--- config.mk ---
export PLATFORM = sky130hd
export DESIGN_NAME = tick_timer_slot_bank
export DESIGN_NICKNAME = d
export VERILOG_FILES = /design/src/tts_pkg.sv /design/src/tts_slot_cell.sv /design/src/tick_timer_slot_bank.sv
export SDC_FILE = /design/constraint.sdc
export NUM_CORES = 2
export LEC_CHECK = 0
export BUFFER_PORTS_ARGS = -buffer_cell sky130_fd_sc_hd__buf_2
export CORE_MARGIN = 2
export CORE_UTILIZATION = 50
export CTS_CLUSTER_SIZE = 20
export DETAILED_ROUTE_END_ITERATION = 8
export GPL_ROUTABILITY_DRIVEN = 0
export PLACE_DENSITY = 0.66
export SLEW_MARGIN = 20
export SYNTH_ARGS = -nofsm -noshare
export SYNTH_HDL_FRONTEND = slang
export SYNTH_SLANG_ARGS = --single-unit
--- constraint.sdc ---
create_clock -name i_clk -period 8.95 [get_ports i_clk]
set_clock_uncertainty 0.1 [all_clocks]
set_input_delay 1.79 -clock i_clk [delete_from_list [all_inputs] [get_ports i_clk]]
set_output_delay 1.79 -clock i_clk [all_outputs]
set_load 0.01 [all_outputs]
--- src/tts_pkg.sv ---
// ----------------------------------------------------------------------------
// Tick timer slot bank package
// Shared types and constants for the slot cells and the top level.
// ----------------------------------------------------------------------------
package tts_pkg;

    // Widths fixed by the event and result formats.
    localparam int unsigned KIND_W     = 2;
    localparam int unsigned IVAL_W     = 32;
    localparam int unsigned REQ_W      = 32;
    localparam int unsigned MASK_W     = 8;
    localparam int unsigned IDX_W      = 3;
    localparam int unsigned USED_W     = 4;
    localparam int unsigned TOTAL_W    = 64;
    localparam int unsigned MODE_W     = 2;
    localparam int unsigned COUNT_W    = 16;
    localparam int unsigned IN_DATA_W  = IVAL_W + REQ_W;
    localparam int unsigned OUT_DATA_W = 160;

    // Event kinds.
    localparam logic [KIND_W-1:0] KIND_TICK     = 2'd0;
    localparam logic [KIND_W-1:0] KIND_REGISTER = 2'd1;
    localparam logic [KIND_W-1:0] KIND_ONESHOT  = 2'd2;
    localparam logic [KIND_W-1:0] KIND_STOP     = 2'd3;

    // Timer modes.
    localparam logic [MODE_W-1:0] MODE_PERIODIC = 2'd0;
    localparam logic [MODE_W-1:0] MODE_ONESHOT  = 2'd1;
    localparam logic [MODE_W-1:0] MODE_STOPPED  = 2'd2;

    // Largest count the counter hardware takes.
    localparam logic [COUNT_W-1:0] COUNT_MAX = 16'hFFFF;

    // Command broadcast along the row of slot cells.
    typedef struct packed {
        logic              tick;
        logic              enroll;
        logic [IVAL_W-1:0] interval;
    } t_cell_cmd;

    // One result word, first field in the highest bits.
    typedef struct packed {
        logic [COUNT_W-1:0] reload_count;
        logic               reload_oneshot;
        logic               reprogram;
        logic [MODE_W-1:0]  timer_mode;
        logic [TOTAL_W-1:0] idle_total;
        logic [TOTAL_W-1:0] tick_total;
        logic [IDX_W-1:0]   slot_index;
        logic               status;
        logic [MASK_W-1:0]  fired_mask;
    } t_result;

endpackage

--- src/tts_slot_cell.sv ---
// ----------------------------------------------------------------------------
// Tick timer slot cell
// One timer slot: interval, counter and in-use flag. A claim signal runs
// along the row so that a registration lands in the first free cell.
// ----------------------------------------------------------------------------
module tts_slot_cell (
    input  logic               i_clk,
    input  logic               i_rst_n,
    input  tts_pkg::t_cell_cmd i_cmd,
    input  logic               i_claim,
    output logic               o_claim,
    output logic               o_fire
);
    import tts_pkg::*;

    logic              r_used;
    logic [IVAL_W-1:0] r_interval;
    logic [IVAL_W-1:0] r_counter;
    logic [IVAL_W-1:0] n_counter_inc;
    logic              w_take;

    // This cell takes a registration when it is free and no earlier cell has.
    assign w_take  = i_cmd.enroll & ~r_used & ~i_claim;
    assign o_claim = i_claim | w_take;

    // The counter advances on a tick and fires once it reaches the interval.
    assign n_counter_inc = r_counter + IVAL_W'(1);
    assign o_fire        = i_cmd.tick & r_used & (n_counter_inc >= r_interval);

    // Control state: in-use flag and counter.
    always_ff @(posedge i_clk) begin
        if (!i_rst_n) begin
            r_used    <= 1'b0;
            r_counter <= '0;
        end else if (w_take) begin
            r_used    <= 1'b1;
            r_counter <= '0;
        end else if (i_cmd.tick && r_used) begin
            r_counter <= o_fire ? '0 : n_counter_inc;
        end
    end

    // The interval is payload and is only read once the cell is in use.
    always_ff @(posedge i_clk) begin
        if (w_take) begin
            r_interval <= i_cmd.interval;
        end
    end

endmodule

--- src/tick_timer_slot_bank.sv ---
// ----------------------------------------------------------------------------
// Tick timer slot bank
// Software timer bank with tick, slot registration and mode control.
// ----------------------------------------------------------------------------
// Usage:
//   Each input word on the s_axis channel carries one event, its kind in
//   tuser (0 tick, 1 register slot, 2 enter one-shot, 3 stop) and the
//   interval and one-shot count in tdata. Every event gives exactly one
//   result word on the m_axis channel: fired mask, registration status and
//   slot, tick and idle totals, the new mode and any counter reload.
//   The user writes the periodic divisor through i_cfg_we / i_cfg_wdata
//   only while the block is idle; the block itself does not enforce it.
//   The result word is registered, so it appears in the cycle after
//   acceptance. One event is taken per cycle unless the output stalls;
//   the slot cells all update in the same cycle, so the rate is set only
//   by the single output register. When the receiver stalls, the result
//   word is held and s_axis tready drops until it is taken. Reset clears
//   the totals, the mode (periodic), every slot and the divisor.
// ----------------------------------------------------------------------------
module tick_timer_slot_bank #(
    parameter int unsigned NUM_SLOTS = 8
) (
    input  logic                              i_clk,
    input  logic                              i_rst_n,
    // Configuration: periodic divisor.
    input  logic                              i_cfg_we,
    input  logic [tts_pkg::COUNT_W-1:0]       i_cfg_wdata,
    // Event channel.
    input  logic                              i_s_axis_tvalid,
    output logic                              o_s_axis_tready,
    // tdata: interval [31:0], oneshot_count [63:32]
    input  logic [tts_pkg::IN_DATA_W-1:0]     i_s_axis_tdata,
    // tuser: kind [1:0]
    input  logic [tts_pkg::KIND_W-1:0]        i_s_axis_tuser,
    // Result channel.
    output logic                              o_m_axis_tvalid,
    input  logic                              i_m_axis_tready,
    // tdata: fired_mask [7:0], status [8], slot_index [11:9],
    //        tick_total [75:12], idle_total [139:76], timer_mode [141:140],
    //        reprogram [142], reload_oneshot [143], reload_count [159:144]
    output logic [tts_pkg::OUT_DATA_W-1:0]    o_m_axis_tdata
);
    import tts_pkg::*;

    logic                r_out_valid;
    t_result             r_result;
    t_result             n_result;
    logic [TOTAL_W-1:0]  r_tick_count;
    logic [TOTAL_W-1:0]  r_idle_count;
    logic [TOTAL_W-1:0]  n_tick_count;
    logic [TOTAL_W-1:0]  n_idle_count;
    logic [MODE_W-1:0]   r_mode;
    logic [MODE_W-1:0]   n_mode;
    logic [USED_W-1:0]   r_slots_used;
    logic [USED_W-1:0]   n_slots_used;
    logic [COUNT_W-1:0]  r_divisor;
    logic                w_accept;
    logic                w_full;
    logic [IVAL_W-1:0]   w_interval;
    logic [REQ_W-1:0]    w_request;
    logic [COUNT_W-1:0]  w_clamped;
    t_cell_cmd           w_cmd;
    logic [NUM_SLOTS:0]  w_claim;
    logic [NUM_SLOTS-1:0] w_fire;

    // Handshake: a new word is taken whenever the output register frees up.
    assign o_s_axis_tready = ~r_out_valid | i_m_axis_tready;
    assign w_accept        = i_s_axis_tvalid & o_s_axis_tready;
    assign o_m_axis_tvalid = r_out_valid;
    assign o_m_axis_tdata  = r_result;

    assign w_interval = i_s_axis_tdata[IVAL_W-1:0];
    assign w_request  = i_s_axis_tdata[IN_DATA_W-1:IVAL_W];
    assign w_full     = (r_slots_used >= USED_W'(NUM_SLOTS));

    // One-shot count limited to the range the counter hardware accepts.
    always_comb begin
        if (w_request == '0) begin
            w_clamped = COUNT_W'(1);
        end else if (w_request > REQ_W'(COUNT_MAX)) begin
            w_clamped = COUNT_MAX;
        end else begin
            w_clamped = w_request[COUNT_W-1:0];
        end
    end

    // Command broadcast to the row of slot cells.
    assign w_cmd.tick     = w_accept & (i_s_axis_tuser == KIND_TICK);
    assign w_cmd.enroll   = w_accept & (i_s_axis_tuser == KIND_REGISTER) & ~w_full;
    assign w_cmd.interval = w_interval;

    // Row of slot cells with the free-slot claim chained through them.
    assign w_claim[0] = 1'b0;
    for (genvar g = 0; g < NUM_SLOTS; g++) begin : g_cell
        tts_slot_cell u_cell (
            .i_clk   (i_clk),
            .i_rst_n (i_rst_n),
            .i_cmd   (w_cmd),
            .i_claim (w_claim[g]),
            .o_claim (w_claim[g+1]),
            .o_fire  (w_fire[g])
        );
    end

    // Event decode: next totals, mode and the result word.
    always_comb begin
        n_tick_count = r_tick_count;
        n_idle_count = r_idle_count;
        n_mode       = r_mode;
        n_slots_used = r_slots_used;
        n_result     = '0;
        unique case (i_s_axis_tuser)
            KIND_TICK: begin
                n_tick_count        = r_tick_count + TOTAL_W'(1);
                n_result.fired_mask = MASK_W'(w_fire);
                if (r_mode != MODE_PERIODIC) begin
                    n_idle_count = r_idle_count + TOTAL_W'(1);
                    if (r_divisor != '0) begin
                        n_mode                = MODE_PERIODIC;
                        n_result.reprogram    = 1'b1;
                        n_result.reload_count = r_divisor;
                    end
                end
            end
            KIND_REGISTER: begin
                if (w_full) begin
                    n_result.status = 1'b1;
                end else begin
                    n_result.slot_index = r_slots_used[IDX_W-1:0];
                    n_slots_used        = r_slots_used + USED_W'(1);
                end
            end
            KIND_ONESHOT: begin
                n_mode                  = MODE_ONESHOT;
                n_result.reprogram      = 1'b1;
                n_result.reload_oneshot = 1'b1;
                n_result.reload_count   = w_clamped;
            end
            KIND_STOP: begin
                n_mode                  = MODE_STOPPED;
                n_result.reprogram      = 1'b1;
                n_result.reload_oneshot = 1'b1;
                n_result.reload_count   = COUNT_MAX;
            end
            default: begin
                n_mode = r_mode;
            end
        endcase
        n_result.tick_total = n_tick_count;
        n_result.idle_total = n_idle_count;
        n_result.timer_mode = n_mode;
    end

    // Control state and the divisor register.
    always_ff @(posedge i_clk) begin
        if (!i_rst_n) begin
            r_tick_count <= '0;
            r_idle_count <= '0;
            r_mode       <= MODE_PERIODIC;
            r_slots_used <= '0;
            r_divisor    <= '0;
            r_out_valid  <= 1'b0;
        end else begin
            if (i_cfg_we) begin
                r_divisor <= i_cfg_wdata;
            end
            if (w_accept) begin
                r_tick_count <= n_tick_count;
                r_idle_count <= n_idle_count;
                r_mode       <= n_mode;
                r_slots_used <= n_slots_used;
                r_out_valid  <= 1'b1;
            end else if (i_m_axis_tready) begin
                r_out_valid  <= 1'b0;
            end
        end
    end

    // Result word register.
    always_ff @(posedge i_clk) begin
        if (w_accept) begin
            r_result <= n_result;
        end
    end

endmodule
=== Word-level counts from Yosys, hierarchy flattened ===
Index checks and enable logic that the tools add are counted.

* Word-level logic and storage cells: 174
* Output and inout bits: 162
* Memory bits (writable): 0
* Flip-flop bits (word level): 831
* Input bits: 87
* Memories kept: 0
* Bits in latches: 0
* ROM bits: 0

* Divide/modulo/power cells: 0
* Equality and inequality tests: 3
* Bitwise operators: 61
* $mul: 0
* Shift-type cells: 0
* Add/subtract/negate cells: 11
* Multiplexer cells: 26
* Reductions and logical operators: 24
* $lt $le $gt $ge: 10

{| class="wikitable"
|+ Operators by type and width
! kind !! number
|-
| $add A32 B1 Y32 const B || 8
|-
| $ge A32 B32 Y1 || 8
|-
| $mux W32 || 8
|-
| $mux W64 || 3
|-
| $add A64 B1 Y64 const B || 2
|-
| $mux W16 || 4
|-
| $pmux W16 S3 || 1
|-
| $and A1 B1 Y1 || 35
|-
| $gt A32 B16 Y1 const B || 1
|-
| $logic_not A32 Y1 || 1
|-
| $reduce_or A2 Y1 || 10
|-
| $not A1 Y1 || 19
|-
| $reduce_bool A16 Y1 || 1
|-
| $logic_and A1 B1 Y1 || 8
|-
| $or A1 B1 Y1 || 7
|-
| $mux W1 || 6
|-
| $pmux W2 S3 || 1
|-
| $add A4 B1 Y4 const B || 1
|-
| $eq A2 B2 Y1 const B || 2
|-
| $ge A4 B4 Y1 const B || 1
|-
| $mux W2 || 2
|-
| $reduce_bool A2 Y1 || 2
|-
| $reduce_and A3 Y1 || 1
|-
| $eq A2 B1 Y1 const B || 1
|-
| other kinds (2) || 2
|}

=== Longest topological paths before layout ===
* Word-level depth: 27
* Mapped depth: 19
* Depth with buffers taken out: 16

=== Modules after synthesis ===
A second synthesis with hierarchy kept.

* Cells, all modules: 4,331
* Area, all modules: 44,011.0 sq um

{| class="wikitable"
|+ By module, submodules not included
! module !! area an instance (sq um) !! cells each !! instances !! seq. area each (sq um)
|-
| tts_slot_cell || 3,672.3 || 357 || 8 || 1,621.6
|-
| tick_timer_slot_bank || 14,632.8 || 1,475 || 1 || 7,827.5
|}

=== Worst setup path before layout ===
No wires, ideal clock.

* Kind: in2reg
* Start point: in i_m_axis_tready
* End point: reg r_idle_count[33]
* Setup time: 0.115 ns
* Setup slack: 0.861 ns
* Cell stages on the path: 9
* Arrival time: 7.874 ns
* Cell sequence: nand2b_1 nand2_1 clkbuf_1 inv_1 clkbuf_1 buf_1 nand2_1 xnor2_1 and2_1

* Word-level cells in the longest chain between the ends: 2

{| class="wikitable"
|+ RTL lines
! what !! line !! source
|-
| start: declaration || tick_timer_slot_bank.sv:37 || <nowiki>input logic i_m_axis_tready,</nowiki>
|-
| $or A1 B1 Y1 || tick_timer_slot_bank.sv:67 || <nowiki>assign o_s_axis_tready = ~r_out_valid | i_m_axis_tready;</nowiki>
|-
| $and A1 B1 Y1 || tick_timer_slot_bank.sv:68 || <nowiki>assign w_accept = i_s_axis_tvalid & o_s_axis_tready;</nowiki>
|-
| named net w_accept || tick_timer_slot_bank.sv:57 || <nowiki>logic w_accept;</nowiki>
|-
| end signal: assignment || tick_timer_slot_bank.sv:169 || <nowiki>r_idle_count <= n_idle_count;</nowiki>
|-
| end: declaration || tick_timer_slot_bank.sv:49 || <nowiki>logic [TOTAL_W-1:0] r_idle_count;</nowiki>
|}

The timed path passes the listed nets, and every way through them passes these cells.
A chain may end at the register's enable or synchronous reset.

=== Final worst setup path ===
* Start point: reg g_cell[4].u_cell.r_counter[2]
* End point: reg g_cell[4].u_cell.r_counter[27]

* Word-level cells in the longest chain between the ends: 4

{| class="wikitable"
|+ RTL lines
! what !! line !! source
|-
| start: declaration || tts_slot_cell.sv:18 || <nowiki>logic [IVAL_W-1:0] r_counter;</nowiki>
|-
| start signal: assignment || tts_slot_cell.sv:39 || <nowiki>r_counter <= o_fire ? '0 : n_counter_inc;</nowiki>
|-
| $add A32 B1 Y32 (*) || tts_slot_cell.sv:27 || <nowiki>assign n_counter_inc = r_counter + IVAL_W'(1);</nowiki>
|-
| $ge A32 B32 Y1 || tts_slot_cell.sv:28 || <nowiki>assign o_fire = i_cmd.tick & r_used & (n_counter_inc >= r_interval);</nowiki>
|-
| $and A1 B1 Y1 || tts_slot_cell.sv:28 ||
|-
| $mux W32 (*) || tts_slot_cell.sv:39 ||
|}

Mark *: on every way between the ends. The rest lies on a longest branch, timed or not.

==> metrics.cfg <==
[synthesis]
synth_nets=4841
ys.flop_type=edfxtp_1
async_reset_ff_share_pct=0
synth_edf_count=416
ys_seq_area_share_pct=47.8
avgSynthCellArea_um2=9.70
syn-cell-area_mm2=0.0435
netlist_instances=4486
ys_ff_latch=831
ys_types=79
synth_warnings=0

[timing]
slew_headroom_pct=28.7
fin_hold_ws_ps=367
setup_viol_count_final=0
hold_viol=0
period_needed_ps=5720
finalCritPeriodShare_pct=63.9
fmax_mhz=175
tightest_slew_ps=1070
final.setup.tns_ps=0
rsz0062_at_grt=no
report.final.slew_viol_count=0

[layout]
final_cell_mix=nand2_1 (443), edfxtp_1 (416), dfxtp_1 (415)
fin_nets=5024
area_growth_pct=12.4
mostFrequentLayoutCell=nand2_1
drive_gt1_share_pct=10.4

[outcome]
status=finished, final reports clean

[grt]
overflow=0
grt_util_all_layers_pct=22.9
grt_max_degree=115
antenna_found_initial=12
grt_pass1_vias=30200
grt_first_pass_wirelength_mm=164

[worst_setup_path]
startpoint_type=register
path_class=reg -> reg
arrival_ps=6180
cp-end-kind=register
cp.required_ps=9410
critPathMaxFanout=22

[route]
drcViolationCount=0
detail-route-antenna-nets=0
vias_per_cell=5.46
routed_wl_mm=104
num_vias=32200
drtIter0Drc=2459
dr.pass1.iters=6
wl_per_cell_um=17.6

[placement]
port_buffers=248
dp_hpwl_mm=69.4

[pwr]
p_per_area_mw_per_mm2=168
p_leak_nw=20.1
vdd_drop_max_v=0.000155

[clock_network]
clockBufferDepth=3
clock_sinks=831
ctsHoldBuffers=0
clkLatencyLatePin_ps=670
ctsResizeCount=0
clkTransAtPathRegs_ps=60
tritoncts=done
postCtsSetupBuffers=0
htreeDepth=3
root_buffer=clkbuf_16
cts_made_buffers=89

[floorplan]
core_mm2=0.0865
die_w_um=299
rows=108
io_pins=249
die_h_um=299
start_util_pct=50.3
die-area_mm2=0.0894

[hold_path]
hold_class=reg -> reg

[job]
maxCapViolCount=0

final cells by class:
cell class | instances | area, um2
inverter | 283 | 1070
multi-input combinational | 3176 | 21000
clock inverter | 45 | 542
clock buffer | 123 | 2490
antenna | 1 | 2.50
sequential | 831 | 20800
fill | 7613 | 37600
tap | 1155 | 1450
timing repair buffer | 288 | 1540
sequential cells by signal, summed over array words and instances (netlist names):
name	count
g_cell.u_cell.r_counter	256
g_cell.u_cell.r_interval	256
o_m_axis_tdata	160
r_idle_count	64
r_tick_count	64
r_divisor	16
g_cell.u_cell.r_used	8
r_slots_used	4
r_mode	2
o_m_axis_tvalid	1
critical path, cell delays in order, from the launching register on:
cell     delay, ps
dfxtp_1        440
nand3_1        240
or3_1          540
nor2_1         560
nand4_1        350
or3_1          460
nand2_1        110
ha_1           250
a21o_1         180
a21o_1         170
a21oi_1        130
o21ai_0        130
a31oi_2        780
buf_4          380
and2_1         370
nand2_1        180
o31ai_1        230
Yosys cell counts (4+ instances only):
library cell,number,share of area (%)
o31ai_1,13,0.22
o22ai_1,4,0.057
o211ai_1,6,0.10
o21ai_0,147,1.7
ha_1,268,7.7
a22o_1,15,0.30
and3_1,84,1.2
nand4b_1,5,0.10
a21boi_0,27,0.47
a211oi_1,15,0.26
or2_2,19,0.27
a2111oi_0,6,0.12
a31o_2,11,0.22
a21o_1,74,1.3
nand2b_1,17,0.24
clkbuf_1,177,1.5
nand3b_1,18,0.31
edfxtp_1,416,29
nand2_1,444,3.8
nand4_1,140,2.0
nor3_1,105,1.2
nor2b_1,70,1.0
and4_1,39,0.78
buf_2,13,0.15
nand3_1,252,2.9
or3_1,48,0.69
a21oi_1,178,2.0
dfxtp_1,415,19
mux2i_1,20,0.46
xnor2_1,311,6.3
xor2_1,229,4.6
o21ai_1,4,0.046
a21boi_1,9,0.16
o21a_1,11,0.19
nor2_1,311,2.7
or4_1,7,0.12
nor4_1,50,0.72
nor3b_1,12,0.21
buf_1,4,0.034
inv_1,283,2.4
and2_1,114,1.6
a31oi_1,32,0.46
a32o_1,11,0.25
power breakdown:
group	leakage, nW	total [mW]	switching [mW]	internal [mW]
clock network	1.48	3.79	1.57	2.22
registers	7.24	4.10	0.0414	4.06
logic	11.4	0.324	0.225	0.0992
total	20.1	8.21	1.84	6.38
cells by family after synthesis:
logic type                 synth area share, %
and+or+nand+nor                           20.7
DFF                                       47.8
AOI/OAI and AO/OA                         8.28
xor gates and xnor gates                  10.9
buffers and inverters                     4.20
adders and majority gates                 7.71
muxes                                    0.486
final timing paths:
path	end	startpoint	cells past startpoint	slack (ps)
max reg2reg	g_cell[4].u_cell.r_counter[27]$_SDFFE_PP0P_	g_cell[4].u_cell.r_counter[2]$_SDFFE_PP0P_	16	3230
min reg2reg	g_cell[6].u_cell.r_counter[31]$_SDFFE_PP0P_	g_cell[6].u_cell.r_counter[31]$_SDFFE_PP0P_	2	370
max	g_cell[4].u_cell.r_counter[27]$_SDFFE_PP0P_	g_cell[4].u_cell.r_counter[2]$_SDFFE_PP0P_	16	3230
min	g_cell[6].u_cell.r_counter[31]$_SDFFE_PP0P_	g_cell[6].u_cell.r_counter[31]$_SDFFE_PP0P_	2	370
through the flow:
step                area, um2  util, %  worst slack (ps)  power, mW  std cells
finish                  48900     56.5              3230       8.21       5902
global route            48900     56.5              2850       8.48       5901
CTS                     48900     56.5              3360       8.30       5901
detailed placement      45900     53.0              3350       4.51       5733
global placement        45900     53.0              3460       4.50       5733
floorplan               43500        -               861       4.34       4486
metal layers:
| metal | vias to the layer above | share of wire, % | global-route usage (%) |
|---|---|---|---|
| met3 | 197 | 6.1 | 3.93 |
| met2 | 871 | 45 | 36.8 |
| li1 | 16100 | - | - |
| met4 | 6 | 3.6 | 8.24 |
| met5 | - | 0.043 | 0 |
| met1 | 15100 | 45 | 31.4 |
Power figures use the tool's default switching activity.
